**config.mk**
```make
export PLATFORM = sky130hd
export DESIGN_NAME = stx_etx_bcc_frame_receiver
export DESIGN_NICKNAME = d
export VERILOG_FILES = /design/src/sebfr_pkg.sv /design/src/stx_etx_bcc_frame_receiver.sv /design/src/sebfr_ctrl.sv /design/src/sebfr_datapath.sv
export SDC_FILE = /design/constraint.sdc
export NUM_CORES = 1
export LEC_CHECK = 0
export CAP_MARGIN = 0
export CORE_UTILIZATION = 40
export CTS_CLUSTER_DIAMETER = 30
export DETAILED_ROUTE_END_ITERATION = 12
export DONT_BUFFER_PORTS = 1
export GPL_ROUTABILITY_DRIVEN = 0
export SYNTH_ARGS = -nofsm -noshare
export SYNTH_HDL_FRONTEND = slang
export SYNTH_HIERARCHICAL = 1
export SYNTH_SLANG_ARGS = --single-unit
```
**constraint.sdc**
```tcl
create_clock -name clk -period 9.9 [get_ports clk]
set_input_delay 0.495 -clock clk [delete_from_list [all_inputs] [get_ports clk]]
set_output_delay 0.495 -clock clk [all_outputs]
set_load 0.01 [all_outputs]
```
**src/sebfr_pkg.sv**
```systemverilog
// shared constants and control/status types of the stx/etx bcc frame receiver
`default_nettype none

package sebfr_pkg;

	localparam int          FRAME_DEPTH_DEF = 64;
	localparam int          LIMIT_W         = 6;
	localparam logic [5:0]  LIMIT_RESET     = 6'd58;
	localparam logic [7:0]  CHR_STX         = 8'h02;
	localparam logic [7:0]  CHR_ETX         = 8'h03;

	typedef struct packed {
		logic start;
		logic put;
		logic len_h_ld;
		logic len_l_ld;
		logic data_inc;
		logic rd_start;
		logic rd_next;
		logic out_load;
	} cmd_t;

	typedef struct packed {
		logic is_stx;
		logic is_etx;
		logic bcc_ok;
		logic len_zero;
		logic len_over;
		logic data_last;
		logic rd_last;
		logic out_free;
	} sts_t;

endpackage

`default_nettype wire

```
**src/stx_etx_bcc_frame_receiver.sv**
```systemverilog
// top level of the stx/etx frame receiver with xor bcc check
//
//  channel  | handshake                     | payload
//  ---------+-------------------------------+------------------------
//  input    | in_valid / in_stall           | rx_byte[7:0]
//  output   | out_valid / out_stall         | frame_byte[7:0], last_byte
//  config   | cfg_wr_en                     | cfg_wr_data[5:0] (length_limit)
//
// while parsing, one input transaction is taken every cycle
// an accepted frame is replayed from the frame store, one store read and one
// output register load per byte; input stalls meanwhile
// a byte waits to load while the output register is stalled
// arst_n clears control state and sets length_limit to 58; the store needs no clearing
`default_nettype none

module stx_etx_bcc_frame_receiver #(
	parameter int FRAME_DEPTH = sebfr_pkg::FRAME_DEPTH_DEF
) (
	input  wire                          clk,
	input  wire                          arst_n,
	input  wire                          cfg_wr_en,
	input  wire [sebfr_pkg::LIMIT_W-1:0] cfg_wr_data,
	input  wire                          in_valid,
	output logic                         in_stall,
	input  wire [7:0]                    rx_byte,
	output logic                         out_valid,
	input  wire                          out_stall,
	output logic [7:0]                   frame_byte,
	output logic                         last_byte
);
	import sebfr_pkg::*;

	cmd_t cmd;
	sts_t sts;

	sebfr_ctrl u_ctrl (
		.clk      (clk),
		.arst_n   (arst_n),
		.in_valid (in_valid),
		.in_stall (in_stall),
		.sts      (sts),
		.cmd      (cmd)
	);

	sebfr_datapath #(
		.FRAME_DEPTH (FRAME_DEPTH)
	) u_datapath (
		.clk         (clk),
		.arst_n      (arst_n),
		.cfg_wr_en   (cfg_wr_en),
		.cfg_wr_data (cfg_wr_data),
		.rx_byte     (rx_byte),
		.cmd         (cmd),
		.sts         (sts),
		.out_valid   (out_valid),
		.out_stall   (out_stall),
		.frame_byte  (frame_byte),
		.last_byte   (last_byte)
	);

	a_load_only_in_replay: assert property (@(posedge clk) disable iff (!arst_n)
		cmd.out_load |-> in_stall)
		else $error("output load outside of replay");

	a_start_on_stx: assert property (@(posedge clk) disable iff (!arst_n)
		cmd.start |-> (in_valid && !in_stall && rx_byte == CHR_STX))
		else $error("frame start without accepted stx");

	a_replay_blocks_input: assert property (@(posedge clk) disable iff (!arst_n)
		cmd.rd_start |=> in_stall)
		else $error("input not stalled after frame accepted");

endmodule

`default_nettype wire

```
**src/sebfr_ctrl.sv**
```systemverilog
// parser and replay controller state machine
`default_nettype none

module sebfr_ctrl (
	input  wire               clk,
	input  wire               arst_n,
	input  wire               in_valid,
	output logic              in_stall,
	input  sebfr_pkg::sts_t   sts,
	output sebfr_pkg::cmd_t   cmd
);
	import sebfr_pkg::*;

	typedef enum logic [3:0] {
		ST_HUNT,
		ST_CMD,
		ST_LEN_H,
		ST_LEN_L,
		ST_DATA,
		ST_ETX,
		ST_BCC,
		ST_EMIT_RD,
		ST_EMIT_WR
	} state_t;

	state_t state_q;
	state_t state_d;
	logic   acc;

	assign in_stall = (state_q == ST_EMIT_RD) || (state_q == ST_EMIT_WR);
	assign acc      = in_valid && !in_stall;

	always_comb begin
		cmd     = '0;
		state_d = state_q;
		case (state_q)
			ST_HUNT: begin
				if (acc && sts.is_stx) begin
					cmd.start = 1'b1;
					state_d   = ST_CMD;
				end
			end
			ST_CMD: begin
				if (acc) begin
					cmd.put = 1'b1;
					state_d = ST_LEN_H;
				end
			end
			ST_LEN_H: begin
				if (acc) begin
					cmd.put      = 1'b1;
					cmd.len_h_ld = 1'b1;
					state_d      = ST_LEN_L;
				end
			end
			ST_LEN_L: begin
				if (acc) begin
					cmd.put      = 1'b1;
					cmd.len_l_ld = 1'b1;
					if (sts.len_zero) begin
						state_d = ST_ETX;
					end else if (sts.len_over) begin
						state_d = ST_HUNT;
					end else begin
						state_d = ST_DATA;
					end
				end
			end
			ST_DATA: begin
				if (acc) begin
					cmd.put      = 1'b1;
					cmd.data_inc = 1'b1;
					if (sts.data_last) begin
						state_d = ST_ETX;
					end
				end
			end
			ST_ETX: begin
				if (acc) begin
					if (sts.is_etx) begin
						cmd.put = 1'b1;
						state_d = ST_BCC;
					end else begin
						state_d = ST_HUNT;
					end
				end
			end
			ST_BCC: begin
				if (acc) begin
					if (sts.bcc_ok) begin
						cmd.put      = 1'b1;
						cmd.rd_start = 1'b1;
						state_d      = ST_EMIT_RD;
					end else begin
						state_d = ST_HUNT;
					end
				end
			end
			ST_EMIT_RD: begin
				state_d = ST_EMIT_WR;
			end
			ST_EMIT_WR: begin
				if (sts.out_free) begin
					cmd.out_load = 1'b1;
					cmd.rd_next  = 1'b1;
					state_d      = sts.rd_last ? ST_HUNT : ST_EMIT_RD;
				end
			end
			default: begin
				state_d = ST_HUNT;
			end
		endcase
	end

	always_ff @(posedge clk or negedge arst_n) begin
		if (!arst_n) begin
			state_q <= ST_HUNT;
		end else begin
			state_q <= state_d;
		end
	end

endmodule

`default_nettype wire

```
**src/sebfr_datapath.sv**
```systemverilog
// frame store, length and bcc tracking, replay read and output register
`default_nettype none

module sebfr_datapath #(
	parameter int FRAME_DEPTH = sebfr_pkg::FRAME_DEPTH_DEF
) (
	input  wire                             clk,
	input  wire                             arst_n,
	input  wire                             cfg_wr_en,
	input  wire [sebfr_pkg::LIMIT_W-1:0]    cfg_wr_data,
	input  wire [7:0]                       rx_byte,
	input  sebfr_pkg::cmd_t                 cmd,
	output sebfr_pkg::sts_t                 sts,
	output logic                            out_valid,
	input  wire                             out_stall,
	output logic [7:0]                      frame_byte,
	output logic                            last_byte
);
	import sebfr_pkg::*;

	localparam int AW  = $clog2(FRAME_DEPTH);
	localparam int IW  = $clog2(FRAME_DEPTH + 1);
	localparam int CAP = FRAME_DEPTH - 6;

	logic [7:0]         mem [FRAME_DEPTH];
	logic [LIMIT_W-1:0] limit_q;
	logic [IW-1:0]      wr_idx_q;
	logic [IW-1:0]      rd_ptr_q;
	logic [IW-1:0]      len_q;
	logic [IW-1:0]      data_cnt_q;
	logic [7:0]         len_h_q;
	logic [7:0]         bcc_q;
	logic [7:0]         rd_q;
	logic               out_valid_q;
	logic [7:0]         frame_byte_q;
	logic               last_q;
	logic [15:0]        len_full;
	logic [15:0]        eff_limit;
	logic [AW-1:0]      wr_addr;

	assign len_full  = {len_h_q, rx_byte};
	assign eff_limit = (16'(limit_q) < 16'(CAP)) ? 16'(limit_q) : 16'(CAP);
	assign wr_addr   = cmd.start ? '0 : wr_idx_q[AW-1:0];

	assign sts.is_stx    = (rx_byte == CHR_STX);
	assign sts.is_etx    = (rx_byte == CHR_ETX);
	assign sts.bcc_ok    = (rx_byte == bcc_q);
	assign sts.len_zero  = (len_full == 16'd0);
	assign sts.len_over  = (len_full > eff_limit);
	assign sts.data_last = ((data_cnt_q + IW'(1)) == len_q);
	assign sts.rd_last   = ((rd_ptr_q + IW'(1)) == wr_idx_q);
	assign sts.out_free  = !out_valid_q || !out_stall;

	assign out_valid  = out_valid_q;
	assign frame_byte = frame_byte_q;
	assign last_byte  = last_q;

	always_ff @(posedge clk) begin
		if (cmd.start || cmd.put) begin
			mem[wr_addr] <= rx_byte;
		end
		rd_q <= mem[rd_ptr_q[AW-1:0]];
	end

	always_ff @(posedge clk or negedge arst_n) begin
		if (!arst_n) begin
			limit_q     <= LIMIT_RESET;
			wr_idx_q    <= '0;
			rd_ptr_q    <= '0;
			len_q       <= '0;
			data_cnt_q  <= '0;
			len_h_q     <= '0;
			bcc_q       <= '0;
			out_valid_q <= 1'b0;
		end else begin
			if (cfg_wr_en) begin
				limit_q <= cfg_wr_data;
			end
			if (cmd.start) begin
				wr_idx_q   <= IW'(1);
				bcc_q      <= rx_byte;
				data_cnt_q <= '0;
			end else if (cmd.put) begin
				wr_idx_q <= wr_idx_q + IW'(1);
				bcc_q    <= bcc_q ^ rx_byte;
			end
			if (cmd.len_h_ld) begin
				len_h_q <= rx_byte;
			end
			if (cmd.len_l_ld) begin
				len_q <= rx_byte[IW-1:0];
			end
			if (cmd.data_inc) begin
				data_cnt_q <= data_cnt_q + IW'(1);
			end
			if (cmd.rd_start) begin
				rd_ptr_q <= '0;
			end else if (cmd.rd_next) begin
				rd_ptr_q <= rd_ptr_q + IW'(1);
			end
			if (cmd.out_load) begin
				out_valid_q <= 1'b1;
			end else if (!out_stall) begin
				out_valid_q <= 1'b0;
			end
		end
	end

	always_ff @(posedge clk) begin
		if (cmd.out_load) begin
			frame_byte_q <= rd_q;
			last_q       <= sts.rd_last;
		end
	end

endmodule

`default_nettype wire

```
=== After elaboration in Yosys (flattened, before gate mapping) ===
Memories as Yosys holds them, arrays and structs flattened. A register that Yosys moved wholly into a read port is not among the register bits.
Index checks and enable logic that the tools add are counted.

* Register bits: 64
* Bits in writable memories: 512
* Output and inout bits: 11
* Memories kept: 1

* Add/sub/neg operators: 3
* Magnitude comparators: 2
* Equal/unequal tests: 23
* Muxes and demuxes: 44
* Bitwise gates (word level): 1
* Reduce and logical (&&, ||, !) cells: 15

{| class="wikitable"
|+ Memory list
! name !! words !! width !! rd ports !! clocked after memory_dff !! wr ports !! RTL line !! RTL
|-
| u_datapath.mem || 64 || 8 || 1 || 1 || 1 || sebfr_datapath.sv:25 || <nowiki>logic [7:0] mem [FRAME_DEPTH];</nowiki>
|}

{| class="wikitable"
|+ Operators with widths
! cell !! count
|-
| 7-bit two-way mux || 6
|-
| 4-bit two-way mux || 9
|-
| 4-bit one-hot mux with 9 select lines || 1
|-
| 7-bit by 1-bit adder with 7-bit output, second input constant || 3
|-
| 4-bit by 3-bit equality test with 1-bit output, second input constant || 4
|-
| 8-bit by 2-bit equality test with 1-bit output, second input constant || 2
|-
| 16-bit greater-than comparator || 1
|-
| 16-bit zero test || 1
|-
| 8-bit two-way mux || 2
|-
| 2-bit by 1-bit inequality test with 1-bit output, second input constant || 8
|-
| 1-bit two-way mux || 15
|-
| 3-bit two-way mux || 5
|-
| 7-bit equality test || 2
|-
| 6-bit two-way mux || 2
|-
| 9-bit AND reduction || 1
|-
| 4-bit by 2-bit equality test with 1-bit output, second input constant || 2
|-
| 8-bit equality test || 1
|-
| 8-bit bitwise XOR || 1
|-
| 6-bit < comparator, second input constant || 1
|-
| 2-bit two-way mux || 3
|-
| 2-bit nonzero test || 3
|-
| 4-bit by 1-bit equality test with 1-bit output, second input constant || 1
|-
| 4-bit equality test, second input constant || 1
|-
| 4-bit zero test || 1
|-
| other kinds (6) || 12
|}

=== Depth between registers and ports, before layout ===
* Depth in word-level cells: 10
* Depth in mapped cells: 13

=== Modules after synthesis ===
The synthesis kept the hierarchy.

{| class="wikitable"
|+ By module, submodules not included
! module !! instances !! cells each !! area each (µm²) !! seq. area each (µm²)
|-
| sebfr_datapath || 1 || 1197 || 23109.7 || 17086.4
|-
| sebfr_ctrl || 1 || 58 || 440.4 || 100.1
|}

=== Least setup slack after synthesis ===
OpenSTA, ideal clock, no wires.

* Kind: in2reg
* Start: in rx_byte[5]
* End: mem u_datapath.mem[48][0] (enable)
* Setup time: 0.385 ns
* Data arrival time: 3.187 ns
* Data required time: 9.515 ns
* Setup slack: 6.328 ns
* Cell stages on the path: 11
* Path buffers: 0
* Cells stage by stage: nor4_1 nand2_1 nor2_1 inv_1 a21oi_1 a211oi_1 nor4_1 inv_1 nor3_1 nand3_1 nor3b_1

{| class="wikitable"
|+ RTL lines
! element !! RTL line !! RTL
|-
| from (decl) || stx_etx_bcc_frame_receiver.sv:25 || <nowiki>input wire [7:0] rx_byte,</nowiki>
|-
| to (decl) || sebfr_datapath.sv:25 ||
|}

==> results.cfg <==
[yosys]
avgSynthCellArea_um2 = 18.8
synth.distinct_cells = 59
ys_ff_latch = 584
yosys_warnings = 6
async_reset_ff_share_pct = 9.42
synth_area_um2 = 23600
synth_edf_count = 521
yosysSeqAreaShare_pct = 73.0
ys.flop_type = edfxtp_1
synth_cells = 1255
postSynthNetCount = 1283

[finish]
layout.nets = 1364
num_antenna_cells = 0
drive_above_1_share_pct = 27.7
syn2layout_area_growth_pct = 20.6
final_cell_area_um2 = 28400
final_common_cell = edfxtp_1
num-fill-cells = 4757
final_cell_mix = edfxtp_1 (521), mux4_2 (140), clkbuf_16 (111), nor2_1 (96), nand2_1 (64)

[worst_setup_path]
critPathArrivalTime_ns = 4.62
path_cells = buf_4 > buf_4 > mux4_2 > mux4_2 > mux2_2 > nand2_1 > o21ai_1
rr_worst_depth = 7
rrSetupSlack_ns = 5.73
slowest_stage = dfrtp_4
start_kind = flop
cp-end-kind = flop
max_stage_delay_ns = 0.74
critPathMaxFanout = 41
reg2reg_to = u_datapath/rd_q[3]$_DFF_P_
worstPathRequired_ns = 10.34
r2r_start = u_datapath/rd_ptr_q[0]$_DFFE_PN0P_
worst-setup-path-type = reg -> reg

[grt]
antenna_found_initial = 2
grt-ovfl-total = 0
grt_first_pass_wirelength_mm = 84.7
grt_max_degree = 68
grt_pass1_vias = 12700
grtUsageTotal_pct = 19.4

[placed_design]
dpl_worst_slack_ns = 5.58
io_buffers = 0
dpl.hpwl_mm = 31.5
postPlaceCellArea_um2 = 24300

[power_and_ir_drop]
power.density_nw_per_um2 = 251
p_int_mw = 5.42
p_leak_nw = 9.05
p_sw_share_pct = 24.0
pwr-share-clk_pct = 51.9
p_seq_share_pct = 41.2
p_comb_share_pct = 7.0
switching_power_mw = 1.71
ir_drop_uv = 153
finalPower_mw = 7.13

[route]
dr.pass1.iters = 7
avgRoutedWirePerCell_um = 25.7
wl_mm = 56.3
viasPerCell = 5.60
drt-initial-drc-count = 1144
vias = 12300
drc = 0
ant_nets = 0

[clock_tree]
cts.clk_slew.worst_paths_ns = 0.05
clockBufferDepth = 3
cts_tree = built
cts_hold_buffers = 22
cts_resized = 0
post-cts-setup-buffers = 0
cts_made_buffers = 110
clockRootBuffer = clkbuf_16
cts_num_sinks = 584
htree_levels = 3
clock_latency_ns = 0.64

[timing]
setup_viol = 0
rsz0062_at_grt = no
worst_slack_ns = 5.73
period_share_pct = 42.2
tns_ns = 0
clock.fmax_mhz = 240
timing.final.crit_period_ns = 4.17
final-max-slew-violation-count = 0
slew_headroom_pct = 14.1
hold_viol = 0
tightest_slew_ns = 1.28
fin_worst_skew_ns = 0.0225

[floorplanning]
rows = 88
die_h_um = 245
initial_core_util_pct = 40.7
dieArea_um2 = 59800
chipWidth_um = 245
core-area_um2 = 57900
ioPinCount = 30

[hold_path]
hold_class = in -> reg
whs_path_depth = 1
hp-start = rx_byte[6]
min_to = u_datapath/bcc_q[6]$_DFFE_PN0P_

[run_status]
outcome = completed

[flow_run]
max_cap_viol_count = 0
[critical path: cells and delay by family, from the launching register on]
| kind | cells | cell delay, ns |
|---|---|---|
| AND/OR/NAND/NOR | 1 | 0.10 |
| AO/OA/AOI/OAI | 1 | 0.15 |
| multiplexers | 3 | 1.42 |
| buffers and inverters | 2 | 1.44 |
| flip-flops | 1 | 0.74 |
[power groups by stage]
stage               Sequential (mW)  Combinational [mW]  Clock (mW)
finish                         2.93               0.497        3.70
global route                   2.95               0.546        3.87
CTS                            2.93               0.500        3.75
detailed placement             2.98               0.435           0
global placement               2.97               0.429           0
floorplan                      2.91               0.364           0
[metal layers]
layer  routed length, um  vias up  GRT usage (%)
met5                   0        -              0
met4                1180        0           5.72
met3                4120       93           4.47
met2               27200      484           30.7
met1               23900     6457           26.7
li1                    -     5255              -
[kinds of logic (layout without fill, tap and decap cells)]
group | after synthesis | in the layout | synth area share [%]
AO/OA/AOI/OAI | 103 | 103 | 3.00
XOR/XNOR | 38 | 38 | 1.41
adder cells (fa/ha/maj) | 9 | 9 | 0.478
buffers and inverters | 80 | 253 | 1.70
flip-flops | 584 | 584 | 73.0
multiplexers | 186 | 186 | 15.5
AND/OR/NAND/NOR | 255 | 255 | 4.93
[worst max-delay path by stage]
stage,from,to
4_1_cts,u_datapath/rd_ptr_q[0]$_DFFE_PN0P_,u_datapath/rd_q[3]$_DFF_P_
2_1_floorplan,rx_byte[5],u_datapath/mem[48][0]$_DFFE_PP_
5_1_grt,u_datapath/bcc_q[6]$_DFFE_PN0P_,u_datapath/mem[50][6]$_DFFE_PP_
3_5_place_dp,rx_byte[5],u_datapath/mem[21][0]$_DFFE_PP_
3_3_place_gp,rx_byte[5],u_datapath/mem[48][1]$_DFFE_PP_
6_report,u_datapath/rd_ptr_q[0]$_DFFE_PN0P_,u_datapath/rd_q[3]$_DFF_P_
[area by class of cell]
class	count	area, um2	share of cell area, %
Sequential cell	584	17200	60.6
Multi-Input combinational cell	591	5980	21.1
Clock buffer	124	2840	9.99
Tap cell	765	957	3.37
Clock inverter	80	901	3.17
Timing Repair Buffer	35	478	1.68
Inverter	14	52.6	0.185
[stage by stage]
step	util [%]	hold slack, ns	instances
6_report	49.0	0.0367	2193
3_5_place_dp	41.9	0.201	1966
3_3_place_gp	41.9	0.202	1966
2_1_floorplan	-	0.199	1255
5_1_grt	49.0	0.00504	2193
4_1_cts	49.0	0.00146	2192
[Yosys cell counts, types with 4 or more instances]
master    instances  area, um2
ha_1              9        113
buf_2            14       70.1
clkbuf_1         25       93.8
buf_4             8       60.1
buf_1            12       45.0
o21ai_0          30        150
nor2b_1          13       81.3
edfxtp_1        521      15600
nand4_1           8       50.1
nand2b_1          7       43.8
inv_1            14       52.6
a32o_1            8       80.1
mux2_2           30        338
a211oi_1          4       30.0
o22ai_1           6       37.5
mux4_2          140       3150
a22oi_1          12       90.1
nor3_1           19       95.1
xnor2_1          23        201
nand2_1          64        240
buf_6             7       78.8
dfxtp_1           8        160
nor2_1           97        364
dfrtp_1          51       1280
nand3_1          22        110
or3_1             4       25.0
o21ai_1           5       25.0
xor2_1           15        131
a21oi_1          13       65.1
nor4_1            8       50.1
dfstp_2           4        105
mux2i_1          16        160
[registers in the layout, summed over array words and instances (netlist names)]
register,count
u_datapath/limit_q,6
u_datapath/data_cnt_q,7
u_datapath/bcc_q,8
u_datapath/frame_byte,8
u_datapath/last_byte,1
u_datapath/len_q,7
u_datapath/rd_ptr_q,7
u_datapath/mem,512
u_datapath/rd_q,8
u_datapath/len_h_q,8
u_datapath/wr_idx_q,7
u_ctrl/state_q,4
u_datapath/out_valid,1
No activity file was read; power rests on OpenSTA's default activity.
